==> src/mf3_pkg.sv <==
package mf3_pkg;

    // Default frame limits; storage and counter widths follow from these
    localparam int MAX_WIDTH_DEF  = 1024;
    localparam int MAX_HEIGHT_DEF = 4096;

    localparam int PIX_W    = 8;
    localparam int WIN_TAPS = 9;

    // Configuration registers
    localparam int IMG_W_CFG_W = 11;
    localparam int IMG_H_CFG_W = 13;
    localparam logic [IMG_W_CFG_W-1:0] IMG_W_RST = 11'd640;
    localparam logic [IMG_H_CFG_W-1:0] IMG_H_RST = 13'd480;

    localparam int APB_ADDR_W = 3;
    localparam int APB_DATA_W = 32;
    localparam logic [0:0] REG_IMG_W = 1'b0;
    localparam logic [0:0] REG_IMG_H = 1'b1;

    // Entries in the queue between front and back
    localparam int QUEUE_DEPTH = 4;

    // What a pixel causes: a median for the position up-left, a zero for its own
    typedef struct packed {
        logic has_med;
        logic border;
    } t_kind;

endpackage

==> src/mf3_queue.sv <==
module mf3_queue #(
    parameter int WIDTH = 8,
    parameter int DEPTH = mf3_pkg::QUEUE_DEPTH,
    localparam int AW   = $clog2(DEPTH)
) (
    input  logic             i_clk,
    input  logic             i_rst_n,
    input  logic             i_valid,
    output logic             o_ready,
    input  logic [WIDTH-1:0] i_data,
    output logic             o_valid,
    input  logic             i_pop,
    output logic [WIDTH-1:0] o_data
);

    logic             push;
    logic             pop;
    logic [AW-1:0]    r_wr;
    logic [AW-1:0]    r_rd;
    logic [AW:0]      r_cnt;
    logic [WIDTH-1:0] r_mem [0:DEPTH-1];

    assign o_ready = r_cnt != (AW+1)'(DEPTH);
    assign o_valid = r_cnt != '0;
    assign push    = i_valid && o_ready;
    assign pop     = i_pop && o_valid;
    assign o_data  = r_mem[r_rd];

    always_ff @(posedge i_clk) begin
        if (!i_rst_n) begin
            r_wr  <= '0;
            r_rd  <= '0;
            r_cnt <= '0;
        end else begin
            if (push) begin
                r_wr <= r_wr + AW'(1);
            end
            if (pop) begin
                r_rd <= r_rd + AW'(1);
            end
            r_cnt <= r_cnt + (AW+1)'(push) - (AW+1)'(pop);
        end
    end

    always_ff @(posedge i_clk) begin
        if (push) begin
            r_mem[r_wr] <= i_data;
        end
    end

endmodule

==> config.mk <==
export PLATFORM = sky130hd
export DESIGN_NAME = mf3_queue
export DESIGN_NICKNAME = d
export VERILOG_FILES = /design/src/mf3_pkg.sv /design/src/mf3_queue.sv
export SDC_FILE = /design/constraint.sdc
export NUM_CORES = 1
export LEC_CHECK = 0
export BUFFER_PORTS_ARGS = -buffer_cell sky130_fd_sc_hd__buf_2
export CORE_MARGIN = 4
export CORE_UTILIZATION = 40
export CTS_CLUSTER_SIZE = 24
export DETAILED_ROUTE_END_ITERATION = 16
export SYNTH_ARGS = -nofsm -noshare
export SYNTH_HDL_FRONTEND = slang
export SYNTH_SLANG_ARGS = --single-unit
==> constraint.sdc <==
create_clock -name i_clk -period 2.49 [get_ports i_clk]
set_clock_uncertainty 0.05 [all_clocks]
set_input_delay 0 -clock i_clk [delete_from_list [all_inputs] [get_ports i_clk]]
set_output_delay 0 -clock i_clk [all_outputs]
set_load 0.1 [all_outputs]
==> impl_metrics.py, run 1 <==
metrics = {
    "power_and_ir_drop": {
        "power_leakage_uw": 0.0007080,
        "power-per-cell-area_nw_per_um2": 1186,
        "sequential_fraction_of_design_power": 0.401,
        "pwr-share-clk": 0.179,
        "power.internal_uw": 1297,
        "design_power_total_uw": 2335,
        "power_switching_share": 0.4447,
        "vdd_ir_drop_max_mv": 0.8492,
        "power.share.combinational": 0.420,
        "switchingPower_uw": 1039,
    },
    "logic_synthesis": {
        "synthesis.area_per_instance_um2": 18.23,
        "ys_ff_latch": 41,
        "yosys.cell_count.top_type": "edfxtp_1",
        "synthDistinctLibCells": 19,
        "synth-main-ff-cell": "edfxtp_1",
        "synthDominantAreaCellType": "edfxtp_1",
        "synth-edff-count": 32,
        "synth.area.top_cells": "edfxtp_1 59%, dfxtp_1 11%, mux4_2 11%",
        "postSynth.asyncResetShare": 0,
        "synth_warnings": 0,
        "netlist_area_um2": 1640,
        "yosys-top-cells-count": "32 x edfxtp_1, 9 x dfxtp_1, 8 x mux4_2, 6 x ha_1",
        "yosys.area.top_type_share": 0.5858,
        "seq_area_frac_synth": 0.6957,
        "netlist_instances": 90,
        "synth.net_count": 109,
    },
    "finish": {
        "register_area_um2": 1141,
        "syn_to_final_growth_pct": 20.06,
        "multi_input_area_um2": 465.4,
        "layout.filler_cells": 342,
        "final_cells": 175,
        "layout-drive-gt1-share": 0.3600,
        "layout.nets": 143,
        "insertedDiodeCount": 0,
        "stdcell_area_um2": 1969,
    },
    "global_route": {
        "number_of_global_route_vias_before_repair": 926,
        "grt_max_degree": 14,
        "grt_overflow_total": 0,
        "antenna_found_initial": 0,
        "grt_pass1_wl_um": 4409,
        "global_route.usage.total": 0.1159,
    },
    "detailed_routing": {
        "routed_wire_length_per_instance_um": 15.05,
        "drt_first_iter_violations": 63,
        "ant_nets_after_route": 0,
        "drt-vias-per-instance": 4.720,
        "remaining_drc_errors": 0,
        "wirelength_um": 2634,
        "route.vias.total": 826,
        "drt_pass1_iterations": 4,
    },
    "sta": {
        "worst_max_slew_pin_slew_ns": 0.5784,
        "totalNegativeSetupSlack_ns": 0,
        "finalCritPeriodShare": 0.9061,
        "fmax_mhz": 443.2,
        "rsz0062_at_grt": "no",
        "worst_hold_slack_ns": 0.1106,
        "finalSetupViolCount": 0,
        "final_max_slew_viol_count": 0,
        "finalCriticalPeriod_ns": 2.256,
        "remaining_max_slew_budget_at_the_tightest_pin": 0.6138,
        "report.final.hold_viol_count": 0,
    },
    "clock_network": {
        "cts.sink_count": 41,
        "worst_setup_hold_path_clk_slew_ns": 0.08,
        "clk-insertion-delay-late_ns": 0.29,
        "cts-root-to-sink-buffers": 2,
        "post-cts-setup-buffers": 0,
        "cts_tree": "done",
        "h-tree-depth": 2,
        "cts-buffers-inserted": 5,
        "cts_root_buf": "clkbuf_8",
    },
    "worst_setup_path": {
        "worst_r2r_endpoint": "r_cnt[2]",
        "worst-path-max-fanout": 6,
        "regToRegStartpoint": "r_cnt[1]",
        "worstPathArrival_ns": 2.40,
        "timing.setup.critical_path_class": "flip-flop to flip-flop",
        "reg2reg_slack_ns": 0.23,
        "worstSetupStartpointType": "flip-flop",
        "r2r_cells": 9,
        "critPathCaptureType": "flip-flop",
        "critPathRequiredTime_ns": 2.63,
    },
    "die": {
        "floorplan.die_area_um2": 5189,
        "fp.dieW_um": 72.04,
        "placeableCoreArea_um2": 3971,
        "core.rowCount": 23,
        "chipHeight_um": 72.04,
        "start_util": 0.4130,
        "io-pin-count": 22,
    },
    "placed_design": {
        "dp_cells": 158,
        "number_of_buffers_added_on_ports": 21,
        "hpwlAfterDp_um": 1835,
        "placement.cell_area_um2": 1793,
        "globalplace.congestion": 0.7245,
    },
    "hold_path": {
        "min_delay_worst_endpoint": "r_wr[1]",
        "worst_hold_depth": 3,
        "hold_class": "primary input to flip-flop",
        "hold_path_startpoint": "i_valid",
    },
    "job": {
        "timing.max_cap.violations": 0,
    },
    "run_status": {
        "status": "finished, final reports clean",
    },
}
[worst max-delay path, cell delays in order, from the launching register on]
cell and delay (ns):
dfxtp_1 0.38, o31a_2 0.39, ha_1 0.30, inv_1 0.06
ha_1 0.12, inv_1 0.05, fa_1 0.38, xnor2_1 0.15
xnor2_1 0.13, and2_1 0.15
[layout make-up]
class / instances / share of cell area
clock inverter: 3 / 0.008895
inverter: 5 / 0.009530
tap: 50 / 0.03177
multi-input combinational: 41 / 0.2363
clock buffer: 5 / 0.03494
sequential: 41 / 0.5794
timing repair buffer: 30 / 0.09911
[cell usage in the layout (no fill, tap or decap), types with 2 or more instances in the layout]
cell and n:
and2_1 3, and2_2 4, buf_2 21, clkbuf_8 5
clkinv_2 2, dfxtp_1 9, dlygate4sd3_1 9, edfxtp_1 32
ha_1 6, inv_1 5, mux2i_1 2, mux4_2 8
nand2_1 5, nor2b_1 3, xnor2_1 4
[flip-flops by register name (all words and copies together), names as in the netlist, named ones only]
name,cells
r_cnt,3
r_mem,32
r_wr,2
r_rd,2
[logic make-up after synthesis]
family,share of synthesized area
AO/OA/AOI/OAI,0.02289
flip-flops,0.6956
AND/OR/NAND/NOR,0.05950
buffers and inverters,0.02060
multiplexers,0.1220
XOR/XNOR,0.02136
adder cells (fa/ha/maj),0.05797
[power groups by stage]
stage                     Clock, uW  Sequential [uW]  Combinational [uW]
final                           419              937                 980
after global routing            469              955                1040
after CTS                       431              942                 995
after detailed placement          0              957                 980
after global placement            0              949                 965
after floorplan                   0              899                 889
[metal layers]
metal | global-route usage | up-vias | routed length (um)
li1 | - | 402 | -
met1 | 0.1400 | 398 | 1158
met2 | 0.1867 | 20 | 1293
met3 | 0.04709 | 6 | 134
met4 | 0.04384 | 0 | 47
met5 | 0 | - | 0
[through the flow]
| stage | utilization | setup slack (ns) |
|---|---|---|
| 2_1_floorplan | - | 0.3356 |
| 3_3_place_gp | 0.4515 | 0.3010 |
| 3_5_place_dp | 0.4515 | 0.2247 |
| 4_1_cts | 0.4959 | 0.2041 |
| 5_1_grt | 0.4959 | 0.08182 |
| 6_report | 0.4959 | 0.2338 |
[worst max path at each step]
stage,start,end,slack [ns],cells after the start
final,r_cnt[1],r_cnt[2],0.23,9
after global routing,r_cnt[1],r_cnt[2],0.08,9
after CTS,r_cnt[1],r_cnt[2],0.20,9
after detailed placement,r_cnt[1],r_cnt[2],0.22,9
after global placement,r_cnt[1],r_cnt[2],0.30,9
after floorplan,r_cnt[1],r_cnt[2],0.34,9
[repair_timing]
| item | 4_1_cts | 5_1_grt |
|---|---|---|
| gates resized for setup | 0 | 0 |
| hold buffers | 9 | 0 |
| endpoints found under the setup margin | 0 | 0 |
| hold endpoints to repair | 39 | 0 |
Note: power is estimated with default switching activity, not from simulation.
==> run 2: changes to the inputs <==
--- a/config.mk
+++ b/config.mk
@@ -5,11 +5,13 @@
 export SDC_FILE = /design/constraint.sdc
 export NUM_CORES = 1
 export LEC_CHECK = 0
+export ABC_AREA = 1
 export BUFFER_PORTS_ARGS = -buffer_cell sky130_fd_sc_hd__buf_2
 export CORE_MARGIN = 4
-export CORE_UTILIZATION = 40
+export CORE_UTILIZATION = 52
 export CTS_CLUSTER_SIZE = 24
 export DETAILED_ROUTE_END_ITERATION = 16
+export PLACE_DENSITY = 0.73
 export SYNTH_ARGS = -nofsm -noshare
 export SYNTH_HDL_FRONTEND = slang
 export SYNTH_SLANG_ARGS = --single-unit
==> run 2 against run 1 <==
  * Final cell count rose by 31%
  * Register-to-register slack improved by 0.27 ns
  * Clock-buffer cell count increased by 2
  * Fmax grew 14%
  * Cell area increased by 3.2%
  * Global-route usage is 4.8 points higher
  * Clock power is 14% lower
  * Utilization grew 16 points
  * Critical endpoint unchanged
  * Highest routed layer unchanged
  * Sequential cell count unchanged
  * First-iteration DRC count fell by 4.8%
  * Sequential share of layout area shrank 1.8 points
==> impl_metrics.py, run 2 <==
metrics = {
    "logic_synthesis": {
        "yosys.area.top_type_share": 0.5706,
        "synth_warnings": 0,
        "synthDistinctLibCells": 18,
        "synth-edff-count": 32,
        "ys_ff_latch": 41,
        "postSynth.asyncResetShare": 0,
        "synth.net_count": 162,
        "netlist_area_um2": 1684,
        "synthesis.area_per_instance_um2": 11.78,
        "synth.area.top_cells": "edfxtp_1 57%, dfxtp_1 11%, nor2_1 6.0%",
        "seq_area_frac_synth": 0.6776,
        "synth-main-ff-cell": "edfxtp_1",
        "netlist_instances": 143,
        "synthDominantAreaCellType": "edfxtp_1",
        "yosys-top-cells-count": "32 x edfxtp_1, 27 x nor2_1, 17 x inv_1, 13 x o21ai_0, 11 x nand2_1",
        "yosys.cell_count.top_type": "edfxtp_1",
    },
    "finish": {
        "register_area_um2": 1141,
        "layout.cells.most_common_list": "32 x edfxtp_1, 27 x nor2_1, 21 x buf_2",
        "layout.nets": 203,
        "final_util": 0.6602,
        "layout.filler_cells": 240,
        "layout_top_registers": "r_mem: 32 flops, r_cnt: 3 flops",
        "insertedDiodeCount": 0,
        "flip_flop_count_of_the_largest_register_after_layout": 32,
        "largest-register": "r_mem",
        "layout_commonest_cell": "edfxtp_1",
        "layout-drive-gt1-share": 0.2162,
        "multi_input_area_um2": 452.9,
        "syn_to_final_growth_pct": 20.65,
    },
    "clock_network": {
        "cts-root-to-sink-buffers": 2,
        "cts.repair.resized": 0,
        "clk-insertion-delay-late_ns": 0.34,
        "cts_root_buf": "clkbuf_4",
        "cts.sink_count": 41,
        "cts-buffers-inserted": 5,
        "post-cts-setup-buffers": 0,
        "worst_setup_hold_path_clk_slew_ns": 0.11,
        "cts_tree": "done",
        "h-tree-depth": 2,
    },
    "run_status": {
        "status": "finished, final reports clean",
    },
    "die": {
        "floorplan.die_area_um2": 4213,
        "start_util": 0.5472,
        "chipHeight_um": 64.91,
        "io-pin-count": 22,
        "core.rowCount": 20,
        "placeableCoreArea_um2": 3078,
        "fp.dieW_um": 64.91,
    },
    "sta": {
        "finalCritPeriodShare": 0.7977,
        "finalSetupViolCount": 0,
        "finalCriticalPeriod_ns": 1.986,
        "rsz0062_at_grt": "no",
        "worst_hold_slack_ns": 0.3513,
        "totalNegativeSetupSlack_ns": 0,
        "remaining_max_slew_budget_at_the_tightest_pin": 0.6206,
        "worst_max_slew_pin_slew_ns": 0.5684,
        "fmax_mhz": 503.5,
        "report.final.hold_viol_count": 0,
        "final_max_slew_viol_count": 0,
    },
    "detailed_routing": {
        "drt_pass1_iterations": 4,
        "routed_wire_length_per_instance_um": 13.17,
        "route.vias.total": 1111,
        "wirelength_um": 3016,
        "drt-vias-per-instance": 4.852,
        "remaining_drc_errors": 0,
        "drt_first_iter_violations": 60,
        "ant_nets_after_route": 0,
    },
    "placed_design": {
        "number_of_buffers_added_on_ports": 21,
        "globalplace.congestion": 0.6912,
        "hpwlAfterDp_um": 2073,
    },
    "global_route": {
        "top_usage_layer": "met2",
        "number_of_global_route_vias_before_repair": 1153,
        "grt_pass1_wl_um": 5023,
        "grt.met2_usage": 0.2989,
        "grt_max_degree": 18,
        "global_route.usage.total": 0.1639,
        "grt_overflow_total": 0,
        "antenna_found_initial": 0,
        "grt_use_met1": 0.1684,
        "global_routing_usage_on_met3": 0.05719,
    },
    "worst_setup_path": {
        "worstPathArrival_ns": 2.18,
        "worstSetupStartpointType": "flip-flop",
        "critPathCaptureType": "flip-flop",
        "timing.setup.critical_path_class": "flip-flop to flip-flop",
        "critPathRequiredTime_ns": 2.68,
        "worst-path-max-fanout": 4,
    },
    "power_and_ir_drop": {
        "power-per-cell-area_nw_per_um2": 1155,
        "switchingPower_uw": 1129,
        "power.internal_uw": 1217,
        "vdd_ir_drop_max_mv": 0.7807,
        "power.share.combinational": 0.457,
        "sequential_fraction_of_design_power": 0.390,
        "power_leakage_uw": 0.0008188,
        "power_switching_share": 0.4813,
        "design_power_total_uw": 2346,
        "pwr-share-clk": 0.153,
    },
    "job": {
        "timing.max_cap.violations": 0,
    },
    "hold_path": {
        "hold_class": "primary input to flip-flop",
    },
}
[run 2: final cells by class]
class,count,area share
Sequential cell,41,0.5616
Multi-Input combinational cell,82,0.2229
Timing Repair Buffer,36,0.1207
Inverter,18,0.03325
Clock buffer,7,0.03202
Tap cell,44,0.02709
Clock inverter,1,0.002463
[run 2: worst paths after layout]
check / cells past startpoint / endpoint / start / slack (ns)
worst min register to register: 2 / r_rd[0] / r_rd[0] / 0.46
worst max register to register: 9 / r_cnt[2] / r_cnt[1] / 0.50
worst min-delay path: 2 / r_mem[3][0] / i_data[0] / 0.35
worst max-delay path: 9 / r_cnt[2] / r_cnt[1] / 0.50
[run 2: metal layers]
layer,share of wire,vias to the layer above
met3,0.038,6
met4,0.013,0
met2,0.55,21
li1,-,571
met5,0,-
met1,0.40,513
[run 2: power groups by stage]
stage	sequential [uW]	clock (uW)	combinational, uW
6_report	915	360	1070
5_1_grt	927	415	1140
4_1_cts	916	376	1080
3_5_place_dp	932	0	1070
3_3_place_gp	926	0	1020
2_1_floorplan	903	0	907
[run 2: logic make-up after synthesis]
family | after synthesis | share of synthesized area
simple gates | 44 | 0.1048
flops | 41 | 0.6776
compound gates | 31 | 0.1077
buf+inv | 20 | 0.05349
fa+ha+maj | 7 | 0.05646
[run 2: through the flow]
step | instance area, um2 | cells | worst slack (ns)
finish | 2032 | 229 | 0.5038
global route | 2032 | 229 | 0.2525
CTS | 2032 | 229 | 0.4390
detailed placement | 1852 | 210 | 0.5032
global placement | 1852 | 210 | 0.6475
floorplan | 1684 | 143 | 0.3388
[run 2: what timing repair did]
action	CTS	global route
hold buffers	11	0
endpoints found under the setup margin	0	0
endpoints found under the hold margin	41	0
[run 2: critical path, stage by stage, from the launching register on]
cell	delay, ns
dfxtp_1	0.37
nor2_2	0.20
a21boi_0	0.12
ha_1	0.31
inv_1	0.06
ha_1	0.13
inv_1	0.05
fa_1	0.37
o21ai_0	0.19
nor2_1	0.05
==> run 3: changes to the inputs <==
==> constraint.sdc (replaced) <==
create_clock -name i_clk -period 2.05 [get_ports i_clk]
set_clock_uncertainty 0.05 [all_clocks]
set_input_delay 0 -clock i_clk [delete_from_list [all_inputs] [get_ports i_clk]]
set_output_delay 0 -clock i_clk [all_outputs]
set_load 0.1 [all_outputs]
==> run 3 against run 2 <==
  * Clock-buffer cell count down 2
  * Non-clock buffer count rose by 1
  * Fmax increased by 3.4%
  * Die area stayed put
  * Routed wire length grew 0.73%
  * Hold slack lost 0.015 ns
  * Utilization grew 2.4 points
  * Largest power group unchanged
==> impl_metrics.py, run 3 (synthesized netlist as in run 2, its figures left out) <==
metrics = {
    "run_status": {
        "status": "finished, final reports clean",
    },
    "sta": {
        "final_max_slew_viol_count": 0,
        "worst_max_slew_pin_slew_ns": 0.4898,
        "report.final.hold_viol_count": 0,
        "rsz0062_at_grt": "no",
        "worst_setup_slack_after_layout_ns": 0.1283,
        "remaining_max_slew_budget_at_the_tightest_pin": 0.6757,
        "fmax_mhz": 520.4,
        "finalCriticalPeriod_ns": 1.922,
        "finalSetupViolCount": 0,
        "finalCritPeriodShare": 0.9374,
        "totalNegativeSetupSlack_ns": 0,
    },
    "detailed_routing": {
        "wirelength_um": 3038,
        "drt-vias-per-instance": 4.948,
        "ant_nets_after_route": 0,
        "drt_pass1_iterations": 4,
        "drt_first_iter_violations": 45,
        "remaining_drc_errors": 0,
        "routed_wire_length_per_instance_um": 13.27,
        "route.vias.total": 1133,
    },
    "die": {
        "floorplan.die_area_um2": 4213,
        "chipHeight_um": 64.91,
        "start_util": 0.5472,
        "placeableCoreArea_um2": 3078,
        "io-pin-count": 22,
        "core.rowCount": 20,
        "fp.dieW_um": 64.91,
    },
    "finish": {
        "layout_commonest_cell": "edfxtp_1",
        "final_util": 0.6846,
        "layout.nets": 204,
        "layout-drive-gt1-share": 0.2703,
        "layout_top_registers": "r_mem: 32 flops, r_cnt: 3 flops",
        "largest-register": "r_mem",
        "insertedDiodeCount": 0,
        "syn_to_final_growth_pct": 25.11,
        "flip_flop_count_of_the_largest_register_after_layout": 32,
        "layout.cells.most_common_list": "32 x edfxtp_1, 27 x nor2_1, 21 x buf_2",
    },
    "worst_setup_path": {
        "timing.setup.critical_path_class": "flip-flop to flip-flop",
        "worstPathArrival_ns": 2.12,
        "worst-path-max-fanout": 4,
        "worstSetupStartpointType": "flip-flop",
        "critPathRequiredTime_ns": 2.25,
        "critPathCaptureType": "flip-flop",
    },
    "clock_network": {
        "cts-root-to-sink-buffers": 2,
        "cts_tree": "done",
        "cts_root_buf": "clkbuf_4",
        "cts.sink_count": 41,
        "post-cts-setup-buffers": 0,
        "clk-insertion-delay-late_ns": 0.35,
        "worst_setup_hold_path_clk_slew_ns": 0.12,
        "cts-buffers-inserted": 5,
        "h-tree-depth": 2,
    },
    "placed_design": {
        "dp_worst_setup_slack_ns": 0.03018,
        "number_of_buffers_added_on_ports": 21,
        "globalplace.congestion": 0.6792,
        "hpwlAfterDp_um": 2046,
    },
    "global_route": {
        "global_route.usage.total": 0.1764,
        "grt_overflow_total": 0,
        "number_of_global_route_vias_before_repair": 1201,
        "grt_pass1_wl_um": 5533,
        "antenna_found_initial": 0,
        "grt_max_degree": 18,
    },
    "power_and_ir_drop": {
        "vdd_ir_drop_max_mv": 0.8408,
        "power-per-cell-area_nw_per_um2": 1416,
        "power_leakage_uw": 0.0008492,
    },
    "hold_path": {
        "hold_class": "primary input to flip-flop",
    },
    "job": {
        "timing.max_cap.violations": 0,
    },
}
[run 3: changes by cell type in the layout (fill, tap and decap cells not counted), sizes merged]
cell	before	now
clkbuf	7	5
bufinv	0	1
buf	25	26
[run 3: routing by layer]
metal / up-vias / global-route usage / routed length (um)
met5: - / 0 / 0
met4: 0 / 0.06332 / 53
met3: 6 / 0.05199 / 124
met2: 22 / 0.3014 / 1575
met1: 529 / 0.2100 / 1284
li1: 576 / - / -
[run 3: area by class of cell]
class | count | area, um2
inverter | 18 | 67.56
clock buffer | 5 | 37.54
fill | 232 | 970.9
multi-input combinational | 82 | 513.0
sequential | 41 | 1146
tap | 44 | 55.05
timing repair buffer | 37 | 252.7
clock inverter | 2 | 35.03
[run 3: power by group]
part | total (uW) | switching (uW) | leakage (uW) | internal, uW
clock network | 497 | 248 | 0.0000410 | 248
registers | 1100 | 69.9 | 0.000368 | 1030
logic | 1390 | 1090 | 0.000440 | 298
[run 3: timing repair]
| action | 4_1_cts | 5_1_grt |
|---|---|---|
| hold buffers | 11 | 0 |
| gates resized for setup | 0 | 4 |
| endpoints found under the setup margin | 0 | 1 |
| endpoints found under the hold margin | 41 | 0 |
[run 3: final timing paths]
check	from	cells after the start	to	slack (ns)
worst max-delay path	r_cnt[1]	9	r_cnt[2]	0.13
worst max register to register	r_cnt[1]	9	r_cnt[2]	0.13
worst min register to register	r_rd[0]	2	flip-flop	0.46
worst min-delay path	i_data[5]	2	r_mem[2][5]	0.34
[run 3: per-stage QoR]
stage | cell area, um2 | total power (uW) | cells | hold slack (ns)
2_1_floorplan | 1739 | 2260 | 143 | 0.04763
3_3_place_gp | 1914 | 2441 | 211 | 0.1630
3_5_place_dp | 1914 | 2487 | 211 | 0.1704
4_1_cts | 2097 | 3001 | 229 | 0.3277
5_1_grt | 2107 | 3167 | 229 | 0.3365
6_report | 2107 | 2983 | 229 | 0.3366
[run 3: worst max-delay path, cell delays in order (launching register included)]
cell and delay [ns]:
dfxtp_2 0.37, nor2_4 0.16, a21boi_0 0.12, ha_1 0.30
inv_1 0.06, ha_1 0.14, inv_1 0.05, fa_1 0.37
o21ai_0 0.16, nor2_1 0.05
