File: src/mf3_pkg.sv
package mf3_pkg;

    // Default frame limits; storage and counter widths follow from these
    localparam int MAX_WIDTH_DEF  = 1024;
    localparam int MAX_HEIGHT_DEF = 4096;

    localparam int PIX_W    = 8;
    localparam int WIN_TAPS = 9;

    // Configuration registers
    localparam int IMG_W_CFG_W = 11;
    localparam int IMG_H_CFG_W = 13;
    localparam logic [IMG_W_CFG_W-1:0] IMG_W_RST = 11'd640;
    localparam logic [IMG_H_CFG_W-1:0] IMG_H_RST = 13'd480;

    localparam int APB_ADDR_W = 3;
    localparam int APB_DATA_W = 32;
    localparam logic [0:0] REG_IMG_W = 1'b0;
    localparam logic [0:0] REG_IMG_H = 1'b1;

    // Entries in the queue between front and back
    localparam int QUEUE_DEPTH = 4;

    // What a pixel causes: a median for the position up-left, a zero for its own
    typedef struct packed {
        logic has_med;
        logic border;
    } t_kind;

endpackage

File: src/mf3_back.sv
module mf3_back #(
    parameter int MAX_WIDTH  = mf3_pkg::MAX_WIDTH_DEF,
    parameter int MAX_HEIGHT = mf3_pkg::MAX_HEIGHT_DEF,
    localparam int COL_W    = $clog2(MAX_WIDTH),
    localparam int ROW_W    = $clog2(MAX_HEIGHT),
    localparam int PW       = mf3_pkg::PIX_W,
    localparam int TAP_BITS = mf3_pkg::WIN_TAPS * mf3_pkg::PIX_W
) (
    input  logic                i_clk,
    input  logic                i_rst_n,
    input  logic                i_q_valid,
    output logic                o_q_pop,
    input  logic [TAP_BITS-1:0] i_q_taps,
    input  logic [ROW_W-1:0]    i_q_row,
    input  logic [COL_W-1:0]    i_q_col,
    input  mf3_pkg::t_kind      i_q_kind,
    output logic                o_valid,
    input  logic                i_ready,
    output logic [ROW_W-1:0]    o_row,
    output logic [COL_W-1:0]    o_col,
    output logic [PW-1:0]       o_value,
    output logic                o_last
);

    function automatic logic [3*PW-1:0] sort3(input logic [PW-1:0] a,
                                              input logic [PW-1:0] b,
                                              input logic [PW-1:0] c);
        logic [PW-1:0] x;
        logic [PW-1:0] y;
        logic [PW-1:0] z;
        logic [PW-1:0] t;
        x = a;
        y = b;
        z = c;
        if (x > y) begin t = x; x = y; y = t; end
        if (y > z) begin t = y; y = z; z = t; end
        if (x > y) begin t = x; x = y; y = t; end
        return {z, y, x};
    endfunction

    function automatic logic [PW-1:0] max3(input logic [PW-1:0] a,
                                           input logic [PW-1:0] b,
                                           input logic [PW-1:0] c);
        logic [PW-1:0] m;
        m = (a > b) ? a : b;
        return (m > c) ? m : c;
    endfunction

    function automatic logic [PW-1:0] min3(input logic [PW-1:0] a,
                                           input logic [PW-1:0] b,
                                           input logic [PW-1:0] c);
        logic [PW-1:0] m;
        m = (a < b) ? a : b;
        return (m < c) ? m : c;
    endfunction

    function automatic logic [PW-1:0] med3(input logic [PW-1:0] a,
                                           input logic [PW-1:0] b,
                                           input logic [PW-1:0] c);
        logic [PW-1:0] lo;
        logic [PW-1:0] hi;
        logic [PW-1:0] m;
        lo = (a < b) ? a : b;
        hi = (a < b) ? b : a;
        m  = (hi < c) ? hi : c;
        return (lo > m) ? lo : m;
    endfunction

    logic                 out_free;
    logic                 two_res;
    logic                 emit;
    logic                 send_med;
    logic                 s3_done;
    logic                 s3_free;
    logic                 s2_free;
    logic                 s1_free;
    logic [3*PW-1:0]      srt [0:2];

    logic                 r_s1_valid;
    logic [PW-1:0]        r_s1_lo [0:2];
    logic [PW-1:0]        r_s1_md [0:2];
    logic [PW-1:0]        r_s1_hi [0:2];
    logic [ROW_W-1:0]     r_s1_row;
    logic [COL_W-1:0]     r_s1_col;
    mf3_pkg::t_kind       r_s1_kind;

    logic                 r_s2_valid;
    logic [PW-1:0]        r_s2_a;
    logic [PW-1:0]        r_s2_b;
    logic [PW-1:0]        r_s2_c;
    logic [ROW_W-1:0]     r_s2_row;
    logic [COL_W-1:0]     r_s2_col;
    mf3_pkg::t_kind       r_s2_kind;

    logic                 r_s3_valid;
    logic [PW-1:0]        r_s3_med;
    logic [ROW_W-1:0]     r_s3_row;
    logic [COL_W-1:0]     r_s3_col;
    mf3_pkg::t_kind       r_s3_kind;
    logic                 r_ph;

    logic                 r_o_valid;
    logic [ROW_W-1:0]     r_o_row;
    logic [COL_W-1:0]     r_o_col;
    logic [PW-1:0]        r_o_val;
    logic                 r_o_last;

    always_comb begin
        for (int k = 0; k < 3; k++) begin
            srt[k] = sort3(i_q_taps[(3*k)*PW +: PW], i_q_taps[(3*k+1)*PW +: PW],
                           i_q_taps[(3*k+2)*PW +: PW]);
        end
    end

    // An item with a median and a border zero holds stage 3 for two transactions
    assign out_free = !r_o_valid || i_ready;
    assign two_res  = r_s3_kind.has_med && r_s3_kind.border;
    assign emit     = r_s3_valid && out_free;
    assign send_med = r_s3_kind.has_med && !r_ph;
    assign s3_done  = emit && (!two_res || r_ph);
    assign s3_free  = !r_s3_valid || s3_done;
    assign s2_free  = !r_s2_valid || s3_free;
    assign s1_free  = !r_s1_valid || s2_free;
    assign o_q_pop  = i_q_valid && s1_free;

    always_ff @(posedge i_clk) begin
        if (!i_rst_n) begin
            r_s1_valid <= 1'b0;
            r_s2_valid <= 1'b0;
            r_s3_valid <= 1'b0;
            r_ph       <= 1'b0;
            r_o_valid  <= 1'b0;
        end else begin
            if (s1_free) begin
                r_s1_valid <= o_q_pop;
            end
            if (s2_free) begin
                r_s2_valid <= r_s1_valid;
            end
            if (s3_free) begin
                r_s3_valid <= r_s2_valid;
            end
            if (emit) begin
                r_ph <= two_res && !r_ph;
            end
            if (emit) begin
                r_o_valid <= 1'b1;
            end else if (i_ready) begin
                r_o_valid <= 1'b0;
            end
        end
    end

    always_ff @(posedge i_clk) begin
        if (s1_free) begin
            for (int k = 0; k < 3; k++) begin
                r_s1_lo[k] <= srt[k][0 +: PW];
                r_s1_md[k] <= srt[k][PW +: PW];
                r_s1_hi[k] <= srt[k][2*PW +: PW];
            end
            r_s1_row  <= i_q_row;
            r_s1_col  <= i_q_col;
            r_s1_kind <= i_q_kind;
        end
        if (s2_free) begin
            r_s2_a    <= max3(r_s1_lo[0], r_s1_lo[1], r_s1_lo[2]);
            r_s2_b    <= med3(r_s1_md[0], r_s1_md[1], r_s1_md[2]);
            r_s2_c    <= min3(r_s1_hi[0], r_s1_hi[1], r_s1_hi[2]);
            r_s2_row  <= r_s1_row;
            r_s2_col  <= r_s1_col;
            r_s2_kind <= r_s1_kind;
        end
        if (s3_free) begin
            r_s3_med  <= med3(r_s2_a, r_s2_b, r_s2_c);
            r_s3_row  <= r_s2_row;
            r_s3_col  <= r_s2_col;
            r_s3_kind <= r_s2_kind;
        end
        if (emit) begin
            if (send_med) begin
                r_o_row  <= r_s3_row - ROW_W'(1);
                r_o_col  <= r_s3_col - COL_W'(1);
                r_o_val  <= r_s3_med;
                r_o_last <= !r_s3_kind.border;
            end else begin
                r_o_row  <= r_s3_row;
                r_o_col  <= r_s3_col;
                r_o_val  <= '0;
                r_o_last <= 1'b1;
            end
        end
    end

    assign o_valid = r_o_valid;
    assign o_row   = r_o_row;
    assign o_col   = r_o_col;
    assign o_value = r_o_val;
    assign o_last  = r_o_last;

endmodule

File: config.mk
export PLATFORM = sky130hd
export DESIGN_NAME = mf3_back
export DESIGN_NICKNAME = d
export VERILOG_FILES = /design/src/mf3_pkg.sv /design/src/mf3_back.sv
export SDC_FILE = /design/constraint.sdc
export NUM_CORES = 1
export LEC_CHECK = 0
export BUFFER_PORTS_ARGS = -buffer_cell sky130_fd_sc_hd__buf_4
export CAP_MARGIN = 15
export CORE_ASPECT_RATIO = 0.75
export CORE_MARGIN = 8
export CORE_UTILIZATION = 65
export CTS_CLUSTER_DIAMETER = 50
export DETAILED_ROUTE_END_ITERATION = 12
export MAX_ROUTING_LAYER = met4
export PLACE_DENSITY_LB_ADDON = 0.12
export SYNTH_ARGS = -nofsm -noshare
export SYNTH_HDL_FRONTEND = slang
export SYNTH_SLANG_ARGS = --single-unit
File: constraint.sdc
create_clock -name i_clk -period 12.4 [get_ports i_clk]
set_input_delay 2.48 -clock i_clk [delete_from_list [all_inputs] [get_ports i_clk]]
set_output_delay 2.48 -clock i_clk [all_outputs]
set_load 0.005 [all_outputs]
==> results.txt, run 1 <==
outcome - completed
# nets final - 1657
CTS tree - done
clock skew - 0.0226 ns
Max-slew headroom - 0.232
initial DRC count - 1226
Synth Flop Type - edfxtp_1
most frequent CP cell - a21oi_1
Final TNS setup - 0 ns
post-synth top area cell - edfxtp_1
initial antenna violation count - 0
clock tree sinks - 212
Max-Cap Viols - 0
Setup violations, final - 0
Initial DRT Pass Iterations - 8
RSZ-0062 raised after global routing - false
fmax - 0.120 GHz
RD Place Congestion - 0.943
Syn Inst Count - 1274
share of post-route cells with drive strength above 1 - 0.184
htree depth - 1
Hold Vio Cnt, Final - 0
Critical-path top delay cell - nand3_1
via count - 10348
Post-Place Setup Slack - 3.74 ns
largest net degree at the start of global routing - 76
Syn Std Cell Area - 0.0135 sq mm
vias in the first global route - 9958
Synthesis Warnings - 0
CTS resizes - 0
slew at the pin closest to its max-slew limit - 1.15 ns
Total Routing Usage GR - 0.253
Cells after DPL - 1662
Post-DP Area - 0.0148 sq mm
Mapped Avg Cell Area - 10.6 sq um
clock buffer count from CTS - 26
async set-reset flop share out of synthesis - 0
Crit Path Class - input pin to flop
Detail Route Antenna Nets - 0
Die H - 141 um
Min-Delay Path Class - flop to flop
grt ovf - 0
Final Max Slew Viols - 0
Final WS setup - 4.09 ns
WHS Path Cells - 0
crit path cell chain - buf_4 -> inv_1 -> ha_1 -> and3_1 -> a211oi_1 -> nand4b_1 -> nand3_1 -> mux2_2 -> ha_1 -> a21o_1 -> a21oi_1 -> nand3_1 -> nand2_1 -> mux2i_1 -> ha_1 -> a21oi_1 -> o21ai_0 -> o21a_1 -> nor2_1 -> a21oi_1 -> a21oi_1 -> o221a_2
Core Area - 0.0203 sq mm
drt wl/cell - 18.8 um
clock root cell - clkbuf_16
Power Density - 297 mW/mm^2
Layout Cells excl Fill - 1711
register area share after synthesis - 0.466
P&R area growth vs syn - 16.5%
flop2flop setup slack - 5.53 ns
arrival time worst endpoint - 8.68 ns
Yosys cell types - 55
cell row count - 45
post-CTS setup buffer count - 0
fillers - 1269
Hold Path End - r_s3_col[9]
CP Launch Type - input pin
FF+latch area - 0.00632 sq mm
synth cell count leaders - edfxtp_1, ha_1, inv_1
DRC - 0
count leader, synth - edfxtp_1
Post-Syn Nets - 1522
Skew-Pair Late Insertion Delay - 0.52 ns
DR vias/cell - 6.05
synth top area cells - edfxtp_1, ha_1, mux2i_1, mux2_2, inv_1
R2R depth - 19
Worst IR Drop VDD - 0.222 mV
worst endpoint required time - 12.77 ns
final core occ - 0.776
EDFF count, synth - 207
Worst Hold Launch - r_s2_col[9]
area of the multi-input gates - 0.00660 sq mm
fin area - 0.0158 sq mm
Final HPWL DP - 24.6 mm
# diodes - 0
crit-path max FO - 29
starting density of the core - 0.666
RR Startpoint - r_s1_md[0][2]
reg2reg end - r_s2_b[7]
clock tree buffer depth - 3
clock-pin slew on the worst setup and hold paths - 0.06 ns
I/O Buffers - 132
first-pass GRT wire length - 51.4 mm
Die W - 183 um
Post-Route WL - 32.1 mm
# hold bufs at CTS - 0
period utilization - 0.670
post-synth top area share - 0.459
die area - 0.0258 sq mm
crit path capture type - flop
Seq cells post-synth - 212
minimum clock period - 8.31 ns
Ports - 133
Leakage - 7.19 nW
Worst path max stage delay - 0.85 ns
[flip-flops by register name (all words and copies together) (netlist names), 12 cells and up]
signal    flops
o_row        12
r_s1_row     12
r_s1_lo      24
r_s1_md      24
r_s2_row     12
r_s1_hi      24
r_s3_row     12
[kinds of logic (layout without fill, tap and decap cells)]
group                      Yosys count  count (layout)  synth area share
DFF                                212             212             0.466
xor gates and xnor gates            18              18            0.0116
AOI/OAI and AO/OA                  286             286             0.134
muxes                              114             114            0.0894
buffers and inverters              168             323            0.0485
and+or+nand+nor                    328             328             0.114
adders and majority gates          148             148             0.137
[cell usage in the layout, fill, tap and decap left out, types with 8 or more instances in the layout]
master	instances
edfxtp_1	207
ha_1	148
buf_4	140
inv_1	134
a21oi_1	98
nand2_1	95
nor2_1	85
o21ai_0	64
mux2i_1	61
mux2_2	52
nand3_1	40
clkbuf_16	26
a21o_1	21
nor2b_1	19
nor3_1	17
o22ai_1	16
and3_1	15
o221a_2	14
nand4_1	13
and2_1	12
o21a_1	12
nand2b_1	11
xor2_1	9
xnor2_1	9
o21bai_1	8
[per-layer routing]
layer / share of wire / global-route usage
met5: 0 / -
met4: 0.023 / 0.0633
met3: 0.089 / 0.0439
met1: 0.46 / 0.361
met2: 0.43 / 0.371
[per-stage QoR]
step | hold slack, ns | total power, W
after CTS | 0.401 | 0.00460
after global placement | 0.401 | 0.00371
after global routing | 0.413 | 0.00501
after floorplan | 0.400 | 0.00312
after detailed placement | 0.405 | 0.00377
final | 0.399 | 0.00468
[worst max-delay path, delay by kind of cell]
kind	cells	cell delay (ns)
simple gates	6	2.33
compound gates	9	2.05
fa+ha+maj	3	0.89
mux	2	0.77
buf+inv	2	0.16
[area by class of cell]
class / count / area share
Clock buffer: 29 / 0.0432
Timing Repair Buffer: 141 / 0.0683
Inverter: 134 / 0.0319
Multi-Input combinational cell: 894 / 0.418
Clock inverter: 19 / 0.0158
Tap cell: 282 / 0.0224
Sequential cell: 212 / 0.400
[worst max path at each step]
stage                     endpoint  slack, ns         start
floorplan            r_s1_lo[0][0]       4.77  i_q_taps[11]
global placement     r_s1_md[0][8]       3.87  i_q_taps[27]
detailed placement  r_s1_md[0][19]       3.74  i_q_taps[55]
CTS                 r_s1_md[0][19]       4.21  i_q_taps[55]
global route        r_s1_lo[0][20]       3.63  i_q_taps[63]
finish              r_s1_lo[0][20]       4.09  i_q_taps[63]
[report_power, final]
part	internal, W	switching, W	total, W
Sequential	0.00108	0.000151	0.00123
Combinational	0.00110	0.00156	0.00266
Clock	0.000490	0.000308	0.000798
Total	0.00266	0.00202	0.00468
Power figures use the tool's default switching activity.
==> run 2, diff against run 1 <==
--- a/config.mk
+++ b/config.mk
@@ -9,7 +9,7 @@
 export CAP_MARGIN = 15
 export CORE_ASPECT_RATIO = 0.75
 export CORE_MARGIN = 8
-export CORE_UTILIZATION = 65
+export CORE_UTILIZATION = 55
 export CTS_CLUSTER_DIAMETER = 50
 export DETAILED_ROUTE_END_ITERATION = 12
 export MAX_ROUTING_LAYER = met4
==> constraint.sdc (replaced) <==
create_clock -name i_clk -period 6.79 [get_ports i_clk]
set_input_delay 1.358 -clock i_clk [delete_from_list [all_inputs] [get_ports i_clk]]
set_output_delay 1.358 -clock i_clk [all_outputs]
set_load 0.005 [all_outputs]
==> results.txt, run 2 (synthesis gave the netlist of run 1 again) <==
initial antenna violation count - 0 (unchanged)
grt ovf - 0 (unchanged)
vias in the first global route - 9589 (-3.7%)
drt wl/cell - 18.0 um (-3.8%)
Power Density - 515 mW/mm^2 (+73%)
Die W - 197 um (+7.9%)
Cells after DPL - 1733 (+4.3%)
most common cell after layout, fill and taps aside - edfxtp_1
Core Area - 0.0241 sq mm (+19%)
clock-pin slew on the worst setup and hold paths - 0.06 ns (about the same)
clock tree buffer depth - 3 (unchanged)
largest net degree at the start of global routing - 57 (-25%)
RSZ-0062 raised after global routing - false
flop2flop setup slack - 0.75 ns (-4.78 ns)
Post-Place Setup Slack - 0.280 ns (-3.46 ns)
worst path buffer plus inverter count - 5 (+3)
DR vias/cell - 5.62 (-7.1%)
most frequent CP cell - ha_1
clock skew - 0.0206 ns (-0.00203 ns)
Worst IR Drop VDD - 0.423 mV (+90%)
final core occ - 0.655 (-0.122)
minimum clock period - 6.08 ns
Max-Cap Viols - 0 (unchanged)
Final TNS setup - 0 ns (unchanged)
crit-path max FO - 29 (unchanged)
CTS tree - done
initial DRC count - 836 (-32%)
# hold bufs at CTS - 0 (unchanged)
Final HPWL DP - 25.1 mm (+2.1%)
Max-slew headroom - 0.459 (+0.226)
CTS resizes - 0 (unchanged)
Post-DP Area - 0.0151 sq mm (+1.9%)
Hold Vio Cnt, Final - 0 (unchanged)
Final Max Slew Viols - 0 (unchanged)
Initial DRT Pass Iterations - 5 (-3)
R2R depth - 19 (unchanged)
Detail Route Antenna Nets - 0 (unchanged)
clock buffer count from CTS - 23 (-12%)
outcome - completed
share of post-route cells with drive strength above 1 - 0.186 (+0.00168)
Worst path max stage delay - 0.37 ns (-0.48 ns)
Skew-Pair Late Insertion Delay - 0.51 ns (about the same)
slew at the pin closest to its max-slew limit - 0.812 ns (-0.337 ns)
htree depth - 1 (unchanged)
DRC - 0 (unchanged)
biggest registers after layout - r_s1_hi (24), r_s1_lo (24), r_s1_md (24)
die area - 0.0300 sq mm (+16%)
Setup violations, final - 0 (unchanged)
crit path capture type - flop
critical path depth - 25 (+14%)
Final WS setup - 0.711 ns (-3.38 ns)
Layout Cells excl Fill - 1774 (+3.7%)
post-CTS setup buffer count - 0 (unchanged)
starting density of the core - 0.562 (-0.104)
worst endpoint required time - 7.09 ns (-5.68 ns)
WHS Path Cells - 0 (unchanged)
arrival time worst endpoint - 6.38 ns (-2.30 ns)
CP Launch Type - input pin
clock root cell - clkbuf_16
P&R area growth vs syn - 16.5% (about the same)
fillers - 1908 (+50%)
via count - 9970 (-3.7%)
Critical-path top delay cell - mux2_2
first-pass GRT wire length - 51.2 mm (-0.39%)
Leakage - 7.17 nW (-0.34%)
clock tree sinks - 212 (unchanged)
fmax - 0.164 GHz
period utilization - 0.895
RD Place Congestion - 0.922 (-2.3%)
Die H - 152 um (+7.7%)
Min-Delay Path Class - flop to flop
commonest non-fill, non-tap cells in the layout - edfxtp_1, buf_4, ha_1
fin area - 0.0158 sq mm (about the same)
Ports - 133 (unchanged)
Crit Path Class - input pin to flop
Total Routing Usage GR - 0.217 (-0.0360)
Post-Route WL - 32.0 mm (-0.29%)
# nets final - 1675 (+1.1%)
I/O Buffers - 132 (unchanged)
crit-path leading delay family - simple AND/OR/NAND/NOR gates
# diodes - 0 (unchanged)
cell row count - 49 (+8.9%)
run 2: cell count changes in the layout (fill, tap and decap cells not counted), sizes merged:
cell / delta
clkinv: +3
clkbuf: -1
inv: -6
buf: +21
clkinvlp: +1
bufinv: -4
run 2: per-stage QoR:
step	hold slack, ns	power [W]
floorplan	0.400	0.00569
detailed placement	0.405	0.00688
CTS	0.412	0.00806
global route	0.419	0.00879
finish	0.408	0.00812
global placement	0.401	0.00682
run 2: final timing paths:
| kind | startpoint | end |
|---|---|---|
| setup / recovery | i_q_taps[63] | r_s1_md[0][17] |
| hold / removal | r_s1_col[0] | r_s2_col[0] |
| setup reg to reg | r_s2_b[2] | r_s3_med[5] |
| hold reg to reg | r_s1_col[0] | r_s2_col[0] |
run 2: final cells by class:
class | instances | area [sq um] | area share
clock buffers | 28 | 594 | 0.0377
flip-flops and latches | 212 | 6320 | 0.400
clock inverters | 13 | 80.1 | 0.00508
multi-input cells | 894 | 6600 | 0.418
repair buffers | 162 | 1270 | 0.0803
well taps | 331 | 414 | 0.0263
inverters | 134 | 503 | 0.0319
run 2: power breakdown:
part,switching (W),internal (W),total [W],leakage [nW]
Clock,0.000493,0.000627,0.00112,0.324
Sequential,0.000270,0.00196,0.00223,2.16
Combinational,0.00269,0.00207,0.00476,4.69
Total,0.00345,0.00466,0.00812,7.17
run 2: routing by layer:
metal / track usage / vias up / wire length, um
met5: - / - / 0
met1: 0.331 / 4601 / 16200
met2: 0.304 / 305 / 13100
li1: - / 5023 / -
met3: 0.0324 / 41 / 2230
met4: 0.0397 / 0 / 456
==> run 3, diff against run 2 <==
==> config.mk (replaced) <==
export PLATFORM = sky130hd
export DESIGN_NAME = mf3_back
export DESIGN_NICKNAME = d
export VERILOG_FILES = /design/src/mf3_pkg.sv /design/src/mf3_back.sv
export SDC_FILE = /design/constraint.sdc
export NUM_CORES = 1
export LEC_CHECK = 0
export CAP_MARGIN = 15
export CORE_ASPECT_RATIO = 0.75
export CORE_MARGIN = 8
export CORE_UTILIZATION = 59
export CTS_CLUSTER_DIAMETER = 50
export DETAILED_ROUTE_END_ITERATION = 12
export DONT_BUFFER_PORTS = 1
export MAX_ROUTING_LAYER = met4
export PLACE_DENSITY = 0.78
export SYNTH_ARGS = -nofsm -noshare
export SYNTH_HDL_FRONTEND = slang
export SYNTH_SLANG_ARGS = --single-unit
==> results.txt, run 3 (synthesis gave the netlist of run 1 again) <==
first-pass GRT wire length - 50.3 mm (-1.6%)
# hold bufs at CTS - 0 (unchanged)
CTS resizes - 0 (unchanged)
initial DRC count - 870 (+4.1%)
CP Launch Type - flop
Initial DRT Pass Iterations - 6 (+1)
clock tree buffer depth - 3 (unchanged)
die area - 0.0281 sq mm (-6.2%)
worst endpoint required time - 7.05 ns (-0.04 ns)
Worst Hold Launch - r_s2_col[4]
cell row count - 48 (-2.0%)
grt ovf - 0 (unchanged)
most common cell after layout, fill and taps aside - edfxtp_1
clock skew - 0.00812 ns (-0.0125 ns)
Core Area - 0.0228 sq mm (-5.5%)
outcome - completed
Crit Path Class - flop to flop
RSZ-0062 raised after global routing - false
Worst path max stage delay - 0.61 ns (+0.24 ns)
fillers - 1732 (-9.2%)
initial antenna violation count - 0 (unchanged)
drt wl/cell - 19.9 um (+10%)
DRC - 0 (unchanged)
DR vias/cell - 6.02 (+7.1%)
Die H - 147 um (-3.1%)
Setup violations, final - 0 (unchanged)
crit path capture type - flop
clock-pin slew on the worst setup and hold paths - 0.06 ns (about the same)
via count - 9693 (-2.8%)
arrival time worst endpoint - 6.41 ns (+0.03 ns)
Min-Delay Path Class - flop to flop
Worst IR Drop VDD - 0.372 mV (-12%)
period utilization - 0.906 (+0.0103)
Power Density - 549 mW/mm^2 (+6.7%)
flop2flop setup slack - 0.64 ns (-0.11 ns)
Final HPWL DP - 24.9 mm (-0.95%)
Ports - 133 (unchanged)
starting density of the core - 0.595 (+0.0329)
Critical-path top delay cell - o311a_1
minimum clock period - 6.15 ns (+0.0700 ns)
largest net degree at the start of global routing - 67 (+18%)
Die W - 191 um (-3.2%)
Hold Path End - r_s3_col[4]
RR Startpoint - r_s2_a[2]
clock tree sinks - 212 (unchanged)
Max-slew headroom - 0.339 (-0.120)
most frequent CP cell - ha_1
P&R area growth vs syn - 8.83%
crit-path max FO - 20 (-31%)
clock root cell - clkbuf_16
commonest non-fill, non-tap cells in the layout - edfxtp_1, ha_1, inv_1
Final TNS setup - 0 ns (unchanged)
I/O Buffers - 0 (-100%)
share of post-route cells with drive strength above 1 - 0.108 (-0.0782)
Detail Route Antenna Nets - 0 (unchanged)
Final WS setup - 0.641 ns (-0.0700 ns)
Max-Cap Viols - 0 (unchanged)
reg2reg end - r_s3_med[5]
Post-Route WL - 32.0 mm (about the same)
vias in the first global route - 9524 (-0.68%)
crit path cell chain - ha_1 -> a211o_1 -> a31oi_1 -> o311a_1 -> buf_4 -> nand2_1 -> o21ai_0 -> ha_1 -> a211o_1 -> o22ai_1 -> o21ai_0 -> o21a_1 -> mux2i_1 -> ha_1 -> a21o_1 -> a22oi_1 -> a31oi_1 -> o21ai_1 -> mux2_2 -> a222oi_1
biggest registers after layout - r_s1_hi (24), r_s1_lo (24), r_s1_md (24)
# diodes - 0 (unchanged)
Skew-Pair Late Insertion Delay - 0.51 ns (about the same)
slew at the pin closest to its max-slew limit - 0.990 ns (+0.178 ns)
fmax - 0.163 GHz (-1.1%)
clock buffer count from CTS - 23 (unchanged)
WHS Path Cells - 0 (unchanged)
RD Place Congestion - 0.905 (-1.8%)
post-CTS setup buffer count - 0 (unchanged)
htree depth - 1 (unchanged)
Final Max Slew Viols - 0 (unchanged)
# nets final - 1542 (-7.9%)
R2R depth - 20 (+1)
CTS tree - done
Leakage - 6.54 nW (-8.7%)
Post-Place Setup Slack - 0.198 ns (-0.0822 ns)
Total Routing Usage GR - 0.230 (+0.0127)
Hold Vio Cnt, Final - 0 (unchanged)
[run 3: how the worst max path moves through the flow]
stage	start	depth (start not counted)	to
after global routing	r_s2_a[2]	20	r_s3_med[5]
final	r_s2_a[2]	20	r_s3_med[5]
after CTS	r_s2_a[2]	20	r_s3_med[5]
after global placement	i_q_taps[63]	23	r_s1_lo[0][19]
after floorplan	i_q_taps[11]	25	r_s1_lo[0][0]
after detailed placement	i_q_taps[38]	21	r_s1_lo[0][8]
[run 3: layout make-up]
type	count	area (sq um)	area share
multi-input combinational	894	6600	0.448
clock inverter	11	78.8	0.00535
timing repair buffer	29	243	0.0165
clock buffer	31	626	0.0424
tap	300	375	0.0255
inverter	134	503	0.0341
sequential	212	6320	0.428
[run 3: per-layer routing]
metal  track usage  wire, um
met1         0.332     15100
met5             -         0
met4        0.0530       587
met2         0.331     13700
met3        0.0431      2580
[run 3: worst max-delay path, delay by kind of cell, from the launching register on]
family	cells	cell delay, ns
and+or+nand+nor	1	0.06
DFF	1	0.47
adders and majority gates	3	0.85
muxes	2	0.74
AOI/OAI and AO/OA	13	3.52
buffers and inverters	1	0.27
[run 3: per-stage QoR]
stage	hold WS [ns]	util	total power, W	cell area, sq um	cells
2_1_floorplan	0.400	-	0.00569	13500	1274
6_report	0.417	0.648	0.00810	14700	1611
3_5_place_dp	0.405	0.617	0.00682	14000	1569
4_1_cts	0.419	0.648	0.00803	14700	1611
3_3_place_gp	0.401	0.617	0.00670	14000	1569
5_1_grt	0.422	0.648	0.00874	14700	1611
[run 3: report_power, final]
part	total, W	switching, W	internal, W
clock	0.00115	0.000497	0.000656
combinational	0.00469	0.00267	0.00203
sequential	0.00225	0.000282	0.00197
total	0.00810	0.00345	0.00465
